<file path="src/sv/lse_pkg.sv">
// Shared types, codes and helper functions for the LSB embed/extract block.
package lse_pkg;

    // Fixed field and state widths.
    localparam int BYTE_BITS            = 8;
    localparam int BUF_WIDTH            = 15;
    localparam int FILL_WIDTH           = 4;
    localparam int COUNT_WIDTH          = 16;
    localparam int STATUS_WIDTH         = 3;
    localparam int OPCODE_WIDTH         = 2;
    localparam int CFG_INDEX_WIDTH      = 2;
    localparam int BPB_WIDTH            = 4;
    localparam int DEFAULT_LENGTH_WIDTH = 16;

    // Input opcodes.
    localparam logic [OPCODE_WIDTH-1:0] OP_MESSAGE  = 2'd0;
    localparam logic [OPCODE_WIDTH-1:0] OP_CARRIER  = 2'd1;
    localparam logic [OPCODE_WIDTH-1:0] OP_CLEAR    = 2'd2;
    localparam logic [OPCODE_WIDTH-1:0] OP_RESERVED = 2'd3;

    // Result status codes.
    localparam logic [STATUS_WIDTH-1:0] ST_OK      = 3'd0;
    localparam logic [STATUS_WIDTH-1:0] ST_REFUSED = 3'd1;
    localparam logic [STATUS_WIDTH-1:0] ST_PADDED  = 3'd2;
    localparam logic [STATUS_WIDTH-1:0] ST_IGNORED = 3'd3;
    localparam logic [STATUS_WIDTH-1:0] ST_DONE    = 3'd4;

    // Configuration register indexes.
    localparam logic [CFG_INDEX_WIDTH-1:0] REG_BITS_PER_BYTE  = 2'd0;
    localparam logic [CFG_INDEX_WIDTH-1:0] REG_EXTRACT_MODE   = 2'd1;
    localparam logic [CFG_INDEX_WIDTH-1:0] REG_MESSAGE_LENGTH = 2'd2;

    // Reset value of bits_per_byte.
    localparam logic [BPB_WIDTH-1:0] BPB_RESET = 4'd1;

    // One input beat.
    typedef struct packed {
        logic [OPCODE_WIDTH-1:0] opcode;
        logic [BYTE_BITS-1:0]    data_byte;
    } in_item_t;

    // One result beat.
    typedef struct packed {
        logic [BYTE_BITS-1:0]    out_byte;
        logic                    out_valid;
        logic [STATUS_WIDTH-1:0] status;
    } out_item_t;

    // Mode settings that steer the datapath.
    typedef struct packed {
        logic [BPB_WIDTH-1:0] bits_per_byte;
        logic                 extract_mode;
    } cfg_ctrl_t;

    // Bit buffer and counters carried from one beat to the next.
    typedef struct packed {
        logic [BUF_WIDTH-1:0]   bit_buffer;
        logic [FILL_WIDTH-1:0]  buffered_bits;
        logic [COUNT_WIDTH-1:0] byte_counter;
    } stream_state_t;

    // Mask of the low k bits of the bit buffer.
    function automatic logic [BUF_WIDTH-1:0] low_mask(input logic [FILL_WIDTH-1:0] k);
        logic [BUF_WIDTH:0] ones;
        ones = ({{BUF_WIDTH{1'b0}}, 1'b1} << k) - {{BUF_WIDTH{1'b0}}, 1'b1};
        return ones[BUF_WIDTH-1:0];
    endfunction

    // Bits per carrier byte as used: zero counts as one, above eight as eight.
    function automatic logic [FILL_WIDTH-1:0] eff_n(input logic [BPB_WIDTH-1:0] bpb);
        logic [FILL_WIDTH-1:0] n;
        if (bpb == '0)
        begin
            n = FILL_WIDTH'(1);
        end
        else if (bpb > BPB_WIDTH'(BYTE_BITS))
        begin
            n = FILL_WIDTH'(BYTE_BITS);
        end
        else
        begin
            n = bpb;
        end
        return n;
    endfunction

endpackage

</file>
<file path="src/sv/lsb_stego_embed_extract_top.sv">
// Top level of the LSB embed/extract block: beat registers, stream state and checks.
//
// Hides message bytes in the low n bits of carrier bytes, or recovers them, with n
// set by bits_per_byte from one to eight. Every input beat, whatever its opcode,
// gives exactly one result beat. The block takes one beat per clock cycle unless
// out_ready holds it back, and returns each result through the input register,
// then the shift, mask and merge of the datapath into the result register. The
// bit buffer and counters are updated as a beat leaves the input register, so a
// new beat may follow on every cycle. Ready falls only when both registers are
// full and out_ready is low. Configuration writes restart the stream and must
// be made only while no beat is in flight.
module lsb_stego_embed_extract_top #(
    parameter int LENGTH_WIDTH = lse_pkg::DEFAULT_LENGTH_WIDTH
) (
    input  logic                                clk,
    input  logic                                rst_n,
    input  logic                                in_valid,
    output logic                                in_ready,
    input  lse_pkg::in_item_t                   in_item,
    output logic                                out_valid,
    input  logic                                out_ready,
    output lse_pkg::out_item_t                  out_item,
    input  logic                                cfg_we,
    input  logic [lse_pkg::CFG_INDEX_WIDTH-1:0] cfg_index,
    input  logic [LENGTH_WIDTH-1:0]             cfg_data
);
    import lse_pkg::*;

    localparam int LEFT_WIDTH = LENGTH_WIDTH + 3;

    cfg_ctrl_t               ctrl;
    logic [LENGTH_WIDTH-1:0] message_length;
    logic                    cfg_clear;
    logic [LENGTH_WIDTH-1:0] reload_length;

    in_item_t                in_item_reg;
    logic                    in_full_reg;
    out_item_t               out_item_reg;
    logic                    out_full_reg;
    logic                    advance;

    stream_state_t           state_reg;
    stream_state_t           state_next;
    stream_state_t           step_state;
    logic [LEFT_WIDTH-1:0]   bits_left_reg;
    logic [LEFT_WIDTH-1:0]   bits_left_next;
    logic [LEFT_WIDTH-1:0]   step_bits_left;
    out_item_t               step_result;

    // Configuration registers.
    lse_cfg #(
        .LENGTH_WIDTH(LENGTH_WIDTH)
    ) u_cfg (
        .clk           (clk),
        .rst_n         (rst_n),
        .cfg_we        (cfg_we),
        .cfg_index     (cfg_index),
        .cfg_data      (cfg_data),
        .ctrl          (ctrl),
        .message_length(message_length),
        .clear         (cfg_clear),
        .reload_length (reload_length)
    );

    // Datapath for the beat held in the input register.
    lse_step #(
        .LENGTH_WIDTH(LENGTH_WIDTH)
    ) u_step (
        .item          (in_item_reg),
        .ctrl          (ctrl),
        .message_length(message_length),
        .cur           (state_reg),
        .bits_left     (bits_left_reg),
        .nxt           (step_state),
        .bits_left_next(step_bits_left),
        .result        (step_result)
    );

    // A beat moves on when the result register is empty or being drained.
    assign advance  = in_full_reg && (!out_full_reg || out_ready);
    assign in_ready = !in_full_reg || advance;

    // Input beat register.
    always_ff @(posedge clk or negedge rst_n)
    begin
        if (!rst_n)
        begin
            in_full_reg <= 1'b0;
        end
        else if (in_ready)
        begin
            in_full_reg <= in_valid;
        end
    end

    always_ff @(posedge clk)
    begin
        if (in_valid && in_ready)
        begin
            in_item_reg <= in_item;
        end
    end

    // Result beat register.
    always_ff @(posedge clk or negedge rst_n)
    begin
        if (!rst_n)
        begin
            out_full_reg <= 1'b0;
        end
        else if (advance)
        begin
            out_full_reg <= 1'b1;
        end
        else if (out_ready)
        begin
            out_full_reg <= 1'b0;
        end
    end

    always_ff @(posedge clk)
    begin
        if (advance)
        begin
            out_item_reg <= step_result;
        end
    end

    assign out_valid = out_full_reg;
    assign out_item  = out_item_reg;

    // Stream state: a configuration write restarts it, a beat updates it.
    always_comb
    begin
        state_next     = state_reg;
        bits_left_next = bits_left_reg;
        if (cfg_clear)
        begin
            state_next     = '0;
            bits_left_next = {reload_length, 3'b000};
        end
        else if (advance)
        begin
            state_next     = step_state;
            bits_left_next = step_bits_left;
        end
    end

    always_ff @(posedge clk or negedge rst_n)
    begin
        if (!rst_n)
        begin
            state_reg     <= '0;
            bits_left_reg <= '0;
        end
        else
        begin
            state_reg     <= state_next;
            bits_left_reg <= bits_left_next;
        end
    end

`ifndef SYNTH
    // Buffer bits above the fill level are always zero.
    a_buffer_clean: assert property (@(posedge clk) disable iff (!rst_n)
        (state_reg.bit_buffer & ~low_mask(state_reg.buffered_bits)) == '0)
        else $error("bit buffer holds bits above its fill level");

    // In extract mode a complete byte never stays in the buffer.
    a_extract_fill: assert property (@(posedge clk) disable iff (!rst_n)
        (advance && ctrl.extract_mode) |=> (state_reg.buffered_bits < FILL_WIDTH'(BYTE_BITS)))
        else $error("extract left eight or more bits buffered");

    // Every beat that leaves the input register lands in the result register.
    a_result_loaded: assert property (@(posedge clk) disable iff (!rst_n)
        advance |=> out_full_reg)
        else $error("result beat lost");

    // A result without a meaningful byte carries a zero byte.
    a_zero_byte: assert property (@(posedge clk) disable iff (!rst_n)
        (out_full_reg && !out_item_reg.out_valid) |-> (out_item_reg.out_byte == '0))
        else $error("non-meaningful result carries a nonzero byte");
`endif

endmodule

</file>
<file path="src/sv/lse_cfg.sv">
// Configuration registers of the LSB embed/extract block.
module lse_cfg #(
    parameter int LENGTH_WIDTH = lse_pkg::DEFAULT_LENGTH_WIDTH
) (
    input  logic                                 clk,
    input  logic                                 rst_n,
    input  logic                                 cfg_we,
    input  logic [lse_pkg::CFG_INDEX_WIDTH-1:0]  cfg_index,
    input  logic [LENGTH_WIDTH-1:0]              cfg_data,
    output lse_pkg::cfg_ctrl_t                   ctrl,
    output logic [LENGTH_WIDTH-1:0]              message_length,
    output logic                                 clear,
    output logic [LENGTH_WIDTH-1:0]              reload_length
);
    import lse_pkg::*;

    cfg_ctrl_t               ctrl_reg;
    cfg_ctrl_t               ctrl_next;
    logic [LENGTH_WIDTH-1:0] length_reg;
    logic [LENGTH_WIDTH-1:0] length_next;
    logic                    hit;

    // Decode a write; an unknown index changes nothing.
    always_comb
    begin
        ctrl_next   = ctrl_reg;
        length_next = length_reg;
        hit         = 1'b0;
        if (cfg_we)
        begin
            case (cfg_index)
                REG_BITS_PER_BYTE:
                begin
                    ctrl_next.bits_per_byte = cfg_data[BPB_WIDTH-1:0];
                    hit = 1'b1;
                end
                REG_EXTRACT_MODE:
                begin
                    ctrl_next.extract_mode = cfg_data[0];
                    hit = 1'b1;
                end
                REG_MESSAGE_LENGTH:
                begin
                    length_next = cfg_data;
                    hit = 1'b1;
                end
                default:
                begin
                    hit = 1'b0;
                end
            endcase
        end
    end

    // Register storage.
    always_ff @(posedge clk or negedge rst_n)
    begin
        if (!rst_n)
        begin
            ctrl_reg.bits_per_byte <= BPB_RESET;
            ctrl_reg.extract_mode  <= 1'b0;
            length_reg             <= '0;
        end
        else
        begin
            ctrl_reg   <= ctrl_next;
            length_reg <= length_next;
        end
    end

    // Any accepted write restarts the stream with the new length.
    assign ctrl           = ctrl_reg;
    assign message_length = length_reg;
    assign clear          = hit;
    assign reload_length  = length_next;

endmodule

</file>
<file path="src/sv/lse_step.sv">
// Single-beat datapath: embeds into or extracts from one carrier byte.
module lse_step #(
    parameter int LENGTH_WIDTH = lse_pkg::DEFAULT_LENGTH_WIDTH
) (
    input  lse_pkg::in_item_t         item,
    input  lse_pkg::cfg_ctrl_t        ctrl,
    input  logic [LENGTH_WIDTH-1:0]   message_length,
    input  lse_pkg::stream_state_t    cur,
    input  logic [LENGTH_WIDTH+2:0]   bits_left,
    output lse_pkg::stream_state_t    nxt,
    output logic [LENGTH_WIDTH+2:0]   bits_left_next,
    output lse_pkg::out_item_t        result
);
    import lse_pkg::*;

    localparam int LEFT_WIDTH = LENGTH_WIDTH + 3;
    localparam int CMP_WIDTH  = (LENGTH_WIDTH > COUNT_WIDTH) ? LENGTH_WIDTH : COUNT_WIDTH;

    logic [FILL_WIDTH-1:0] n;
    logic [BYTE_BITS-1:0]  mask8;
    logic                  msg_done;
    logic                  short_tail;
    logic [FILL_WIDTH-1:0] take;
    logic                  have_bits;
    logic [FILL_WIDTH-1:0] emb_fill;
    logic [BUF_WIDTH-1:0]  chunk_raw;
    logic [BUF_WIDTH-1:0]  chunk;
    logic                  emb_pad;
    logic [BYTE_BITS-1:0]  emb_byte;
    logic [BUF_WIDTH-1:0]  ext_buf;
    logic [FILL_WIDTH-1:0] ext_sum;
    logic                  ext_full;
    logic [FILL_WIDTH-1:0] ext_fill;
    logic [BYTE_BITS-1:0]  ext_byte;

    // Common terms: field size and message progress.
    assign n          = eff_n(ctrl.bits_per_byte);
    assign mask8      = BYTE_BITS'(low_mask(n));
    assign msg_done   = CMP_WIDTH'(cur.byte_counter) >= CMP_WIDTH'(message_length);
    assign short_tail = bits_left < LEFT_WIDTH'(n);
    assign take       = short_tail ? bits_left[FILL_WIDTH-1:0] : n;

    // Embed: take the oldest bits from the buffer, zero filling what is missing.
    assign have_bits = cur.buffered_bits >= take;
    assign emb_fill  = have_bits ? FILL_WIDTH'(cur.buffered_bits - take) : '0;
    assign chunk_raw = have_bits
        ? ((cur.bit_buffer >> FILL_WIDTH'(cur.buffered_bits - take)) & low_mask(take))
        : ((cur.bit_buffer & low_mask(cur.buffered_bits))
              << FILL_WIDTH'(take - cur.buffered_bits));
    assign chunk     = short_tail ? (chunk_raw << FILL_WIDTH'(n - take)) : chunk_raw;
    assign emb_pad   = !have_bits || short_tail;
    assign emb_byte  = (item.data_byte & ~mask8) | chunk[BYTE_BITS-1:0];

    // Extract: append the low bits and peel off a byte once eight are held.
    assign ext_buf  = (cur.bit_buffer << n) | BUF_WIDTH'(item.data_byte & mask8);
    assign ext_sum  = FILL_WIDTH'(cur.buffered_bits + n);
    assign ext_full = ext_sum >= FILL_WIDTH'(BYTE_BITS);
    assign ext_fill = FILL_WIDTH'(ext_sum - FILL_WIDTH'(BYTE_BITS));
    assign ext_byte = BYTE_BITS'(ext_buf >> ext_fill);

    // Select the next state and the result by opcode and mode.
    always_comb
    begin
        nxt            = cur;
        bits_left_next = bits_left;
        result         = '0;
        result.status  = ST_OK;
        case (item.opcode)
            OP_CLEAR:
            begin
                nxt            = '0;
                bits_left_next = {message_length, 3'b000};
            end
            OP_MESSAGE:
            begin
                if (ctrl.extract_mode)
                begin
                    result.status = ST_IGNORED;
                end
                else if (msg_done || cur.buffered_bits > FILL_WIDTH'(BYTE_BITS - 1))
                begin
                    result.status = ST_REFUSED;
                end
                else
                begin
                    nxt.bit_buffer    = BUF_WIDTH'({cur.bit_buffer, item.data_byte});
                    nxt.buffered_bits = FILL_WIDTH'(cur.buffered_bits + FILL_WIDTH'(BYTE_BITS));
                    nxt.byte_counter  = COUNT_WIDTH'(cur.byte_counter + COUNT_WIDTH'(1));
                end
            end
            OP_CARRIER:
            begin
                if (!ctrl.extract_mode)
                begin
                    result.out_valid = 1'b1;
                    if (bits_left == '0)
                    begin
                        result.out_byte = item.data_byte;
                        result.status   = ST_DONE;
                    end
                    else
                    begin
                        result.out_byte   = emb_byte;
                        result.status     = emb_pad ? ST_PADDED : ST_OK;
                        nxt.buffered_bits = emb_fill;
                        nxt.bit_buffer    = cur.bit_buffer & low_mask(emb_fill);
                        bits_left_next    = LEFT_WIDTH'(bits_left - LEFT_WIDTH'(take));
                    end
                end
                else if (msg_done)
                begin
                    result.status = ST_DONE;
                end
                else if (ext_full)
                begin
                    result.out_byte   = ext_byte;
                    result.out_valid  = 1'b1;
                    nxt.buffered_bits = ext_fill;
                    nxt.bit_buffer    = ext_buf & low_mask(ext_fill);
                    nxt.byte_counter  = COUNT_WIDTH'(cur.byte_counter + COUNT_WIDTH'(1));
                end
                else
                begin
                    nxt.buffered_bits = ext_sum;
                    nxt.bit_buffer    = ext_buf;
                end
            end
            default:
            begin
                result.status = ST_IGNORED;
            end
        endcase
    end

endmodule

</file>
<file path="config.mk">
export PLATFORM = sky130hd
export DESIGN_NAME = lsb_stego_embed_extract_top
export DESIGN_NICKNAME = d
export VERILOG_FILES = /design/src/sv/lse_pkg.sv /design/src/sv/lsb_stego_embed_extract_top.sv /design/src/sv/lse_cfg.sv /design/src/sv/lse_step.sv
export SDC_FILE = /design/constraint.sdc
export NUM_CORES = 1
export LEC_CHECK = 0
export BUFFER_PORTS_ARGS = -buffer_cell sky130_fd_sc_hd__buf_2
export CAP_MARGIN = 20
export CELL_PAD_IN_SITES_DETAIL_PLACEMENT = 0
export CELL_PAD_IN_SITES_GLOBAL_PLACEMENT = 2
export CORE_UTILIZATION = 39
export CTS_CLUSTER_SIZE = 28
export DETAILED_ROUTE_END_ITERATION = 8
export HOLD_SLACK_MARGIN = 0.15
export PLACE_DENSITY = 0.85
export SETUP_SLACK_MARGIN = 0.4
export SYNTH_ARGS = -nofsm -noshare
export SYNTH_HDL_FRONTEND = slang
export SYNTH_SLANG_ARGS = --single-unit
export TNS_END_PERCENT = 1
</file>
<file path="constraint.sdc">
create_clock -name clk -period 6.7 [get_ports clk]
set_input_delay 1.34 -clock clk [delete_from_list [all_inputs] [get_ports clk]]
set_output_delay 1.34 -clock clk [all_outputs]
set_load 0.02 [all_outputs]
</file>
==> metrics.cfg <==
[status]
status=finished clean

[place]
pre_cts_slack_ps=702
placed_cell_area_um2=10100
hpwl_um=26100
numPortBuffers=46
gp_congestion=1.01

[cells_and_area]
area_delta_synth_final_pct=9.90
layout-drive-gt1-share=0.148
num-nets-final=1257
largest_register_ffs=35
num_antenna_cells=0
fin_area_um2=10400

[hold_path]
hold_class=reg2reg

[sta]
fin_skew_ps=14.1
maxSlewHeadroom=0.333
drv_slew=0
fin_crit_sh=0.877
setup_tns_ps=0
tightest_slew_ps=993
setup_viol=0
fin_ws_ps=821
fmax_mhz=170
finalHoldViolations=0
rsz0062_at_grt=true
fin_crit_ps=5880

[global_route]
grt_pass1_vias=8851
grt_usage=0.285
antenna_found_initial=0
overflow=0
grt_max_degree=76
grt_first_pass_wirelength_um=53000

[power]
combPwrFrac=0.568
switchingPower_mw=1.47
power_density_nw_per_um2=295
swShare=0.479
seqPwrFrac=0.254
peakVddDrop_v=0.000122
clockPowerShare=0.178
p_leak_nw=4.19
p_int_mw=1.60

[synthesis]
synth_fa_ha_area_frac=0.0609
syn_avg_cell_area_um2=8.17
synth_common_cells=nand2_1 (111), o21ai_0 (92), nor2_1 (87)
ys_warn_count=0
synth.most_common_cell=nand2_1
synth_top_family_by_area=compound AO/OA/AOI/OAI gates
yosys.area_share.simple=0.190
synth-edff-count=22
syn_area_um2=9490
yosysSeqAreaShare=0.273
synth_top_area_cell=dfrtp_1
synth_xor_area_frac=0.0369
async_reset_ff_frac=0.778
synth_compound_area_frac=0.273
syn_inst=1161
synth_top_area_share=0.200
synth_cell_type_count=94
synth_nets=1239
muxShareOfSynthArea=0.105
synth_seq_cells=99
synthTopCellsByArea=dfrtp_1 (20%), edfxtp_1 (7.0%), ha_1 (5.7%), o21ai_0 (4.9%), mux2i_1 (4.6%)
ys.flop_type=dfrtp_1

[clocking]
root_buffer=clkbuf_16
cts_buffer_depth=2
cts.sinks=99
cts_tree=built
clock_latency_ps=370
hold_buffers=0
path_clk_slew_ps=80
h-tree-depth=3
cts_buffers=9

[floorplanning]
core_um2=23700
dieArea_um2=25000
io_pins=47
placementRows=56
die_h_um=158
start_util=0.401
fp.dieW_um=158

[setup_path]
endpoint_kind=flip-flop
cp.arrival_ps=6090
crit_fanout=27
cp-start-kind=flip-flop
critical_path_class=reg2reg
required_ps=6910

[routing]
drt-vias-per-instance=6.29
routed_wl_um=34600
post_drt_wl_per_cell_um=23.0
drt-pass1-iter-count=6
drtIter0Drc=1133
final_antenna_net_count=0
drc=0
dr_total_vias=9456

[flow_run]
maxCapViolations=0

## routing by layer
metal | track usage | vias to the layer above | share of wire
met3 | 0.0526 | 56 | 0.087
li1 | - | 4379 | -
met5 | 0 | - | 0
met4 | 0.0788 | 0 | 0.026
met1 | 0.408 | 4605 | 0.45
met2 | 0.434 | 416 | 0.43
## cell type report
class	instances	area (um^2)
multi-input cells	914	6320
clock inverters	6	51.3
inverters	67	255
clock buffers	10	250
flip-flops and latches	99	2590
repair buffers	88	561
well taps	319	399
fillers	2479	13300
## stage by stage
step                      instances  utilization  hold WS (ps)  total power, mW
after global routing           1503        0.440           528             3.26
after global placement         1481        0.425           482             2.46
after CTS                      1497        0.438           500             3.01
final                          1503        0.440           502             3.07
after detailed placement       1481        0.425           481             2.46
after floorplan                1161            -           457             1.99
## power groups by stage
| stage | Clock (mW) | Combinational (mW) | Sequential [mW] |
|---|---|---|---|
| 5_1_grt | 0.581 | 1.88 | 0.793 |
| 3_5_place_dp | 0 | 1.66 | 0.792 |
| 3_3_place_gp | 0 | 1.67 | 0.790 |
| 2_1_floorplan | 0 | 1.23 | 0.761 |
| 6_report | 0.548 | 1.75 | 0.781 |
| 4_1_cts | 0.559 | 1.67 | 0.780 |
## cells by family after synthesis
logic type,after synthesis
compound gates,371
xor+xnor,40
fa+ha+maj,45
buf+inv,148
flops,99
mux,83
other cells,1
simple gates,374
## critical path: stages, from the launching register on
cell and delay, ps:
dfrtp_1 320, buf_4 210, nand2b_1 100, ha_1 200, or4_1 540, o221ai_1 380, nand3_1 210, mux2i_1 290
inv_1 150, ha_1 560, buf_4 390, mux2i_1 150, o21ai_0 500, a2111oi_0 220, a21oi_1 170, a31oi_1 110
o31ai_2 550, mux2i_2 210, o221a_1 320, a22oi_2 120
## path summary, 6_finish.rpt
kind	cells past startpoint	endpoint	slack [ps]	from
max	19	out_item[11]	820	u_cfg.ctrl[2]
min in group asynchronous	1	out_valid	750	rst_n
min	1	out_valid	500	in_full_reg
max in group asynchronous	3	bits_left_reg[14]	5020	rst_n
min reg2reg	1	out_valid	500	in_full_reg
max reg2reg	19	out_item[11]	820	u_cfg.ctrl[2]
## what timing repair did
item                       in CTS  in global routing
setup endpoints to repair       0                  5
setup buffers                   0                  5
resized for setup               0                  1
## cell usage in the layout, fill, tap and decap left out, types with 15 or more instances in the layout
cell / synthesis / layout
a22oi_1: 16 / 16
a211oi_1: 20 / 20
edfxtp_1: 22 / 22
xnor2_1: 30 / 30
buf_4: 1 / 42
or3_1: 15 / 15
o21ai_0: 92 / 92
inv_1: 64 / 64
dfrtp_1: 76 / 76
mux2i_1: 44 / 44
nor2_1: 87 / 86
nand2_1: 111 / 111
nand3_1: 43 / 43
mux2_2: 28 / 28
nor3_1: 29 / 29
buf_2: 3 / 45
ha_1: 43 / 43
a21oi_1: 78 / 78
Power figures use the tool's default switching activity.
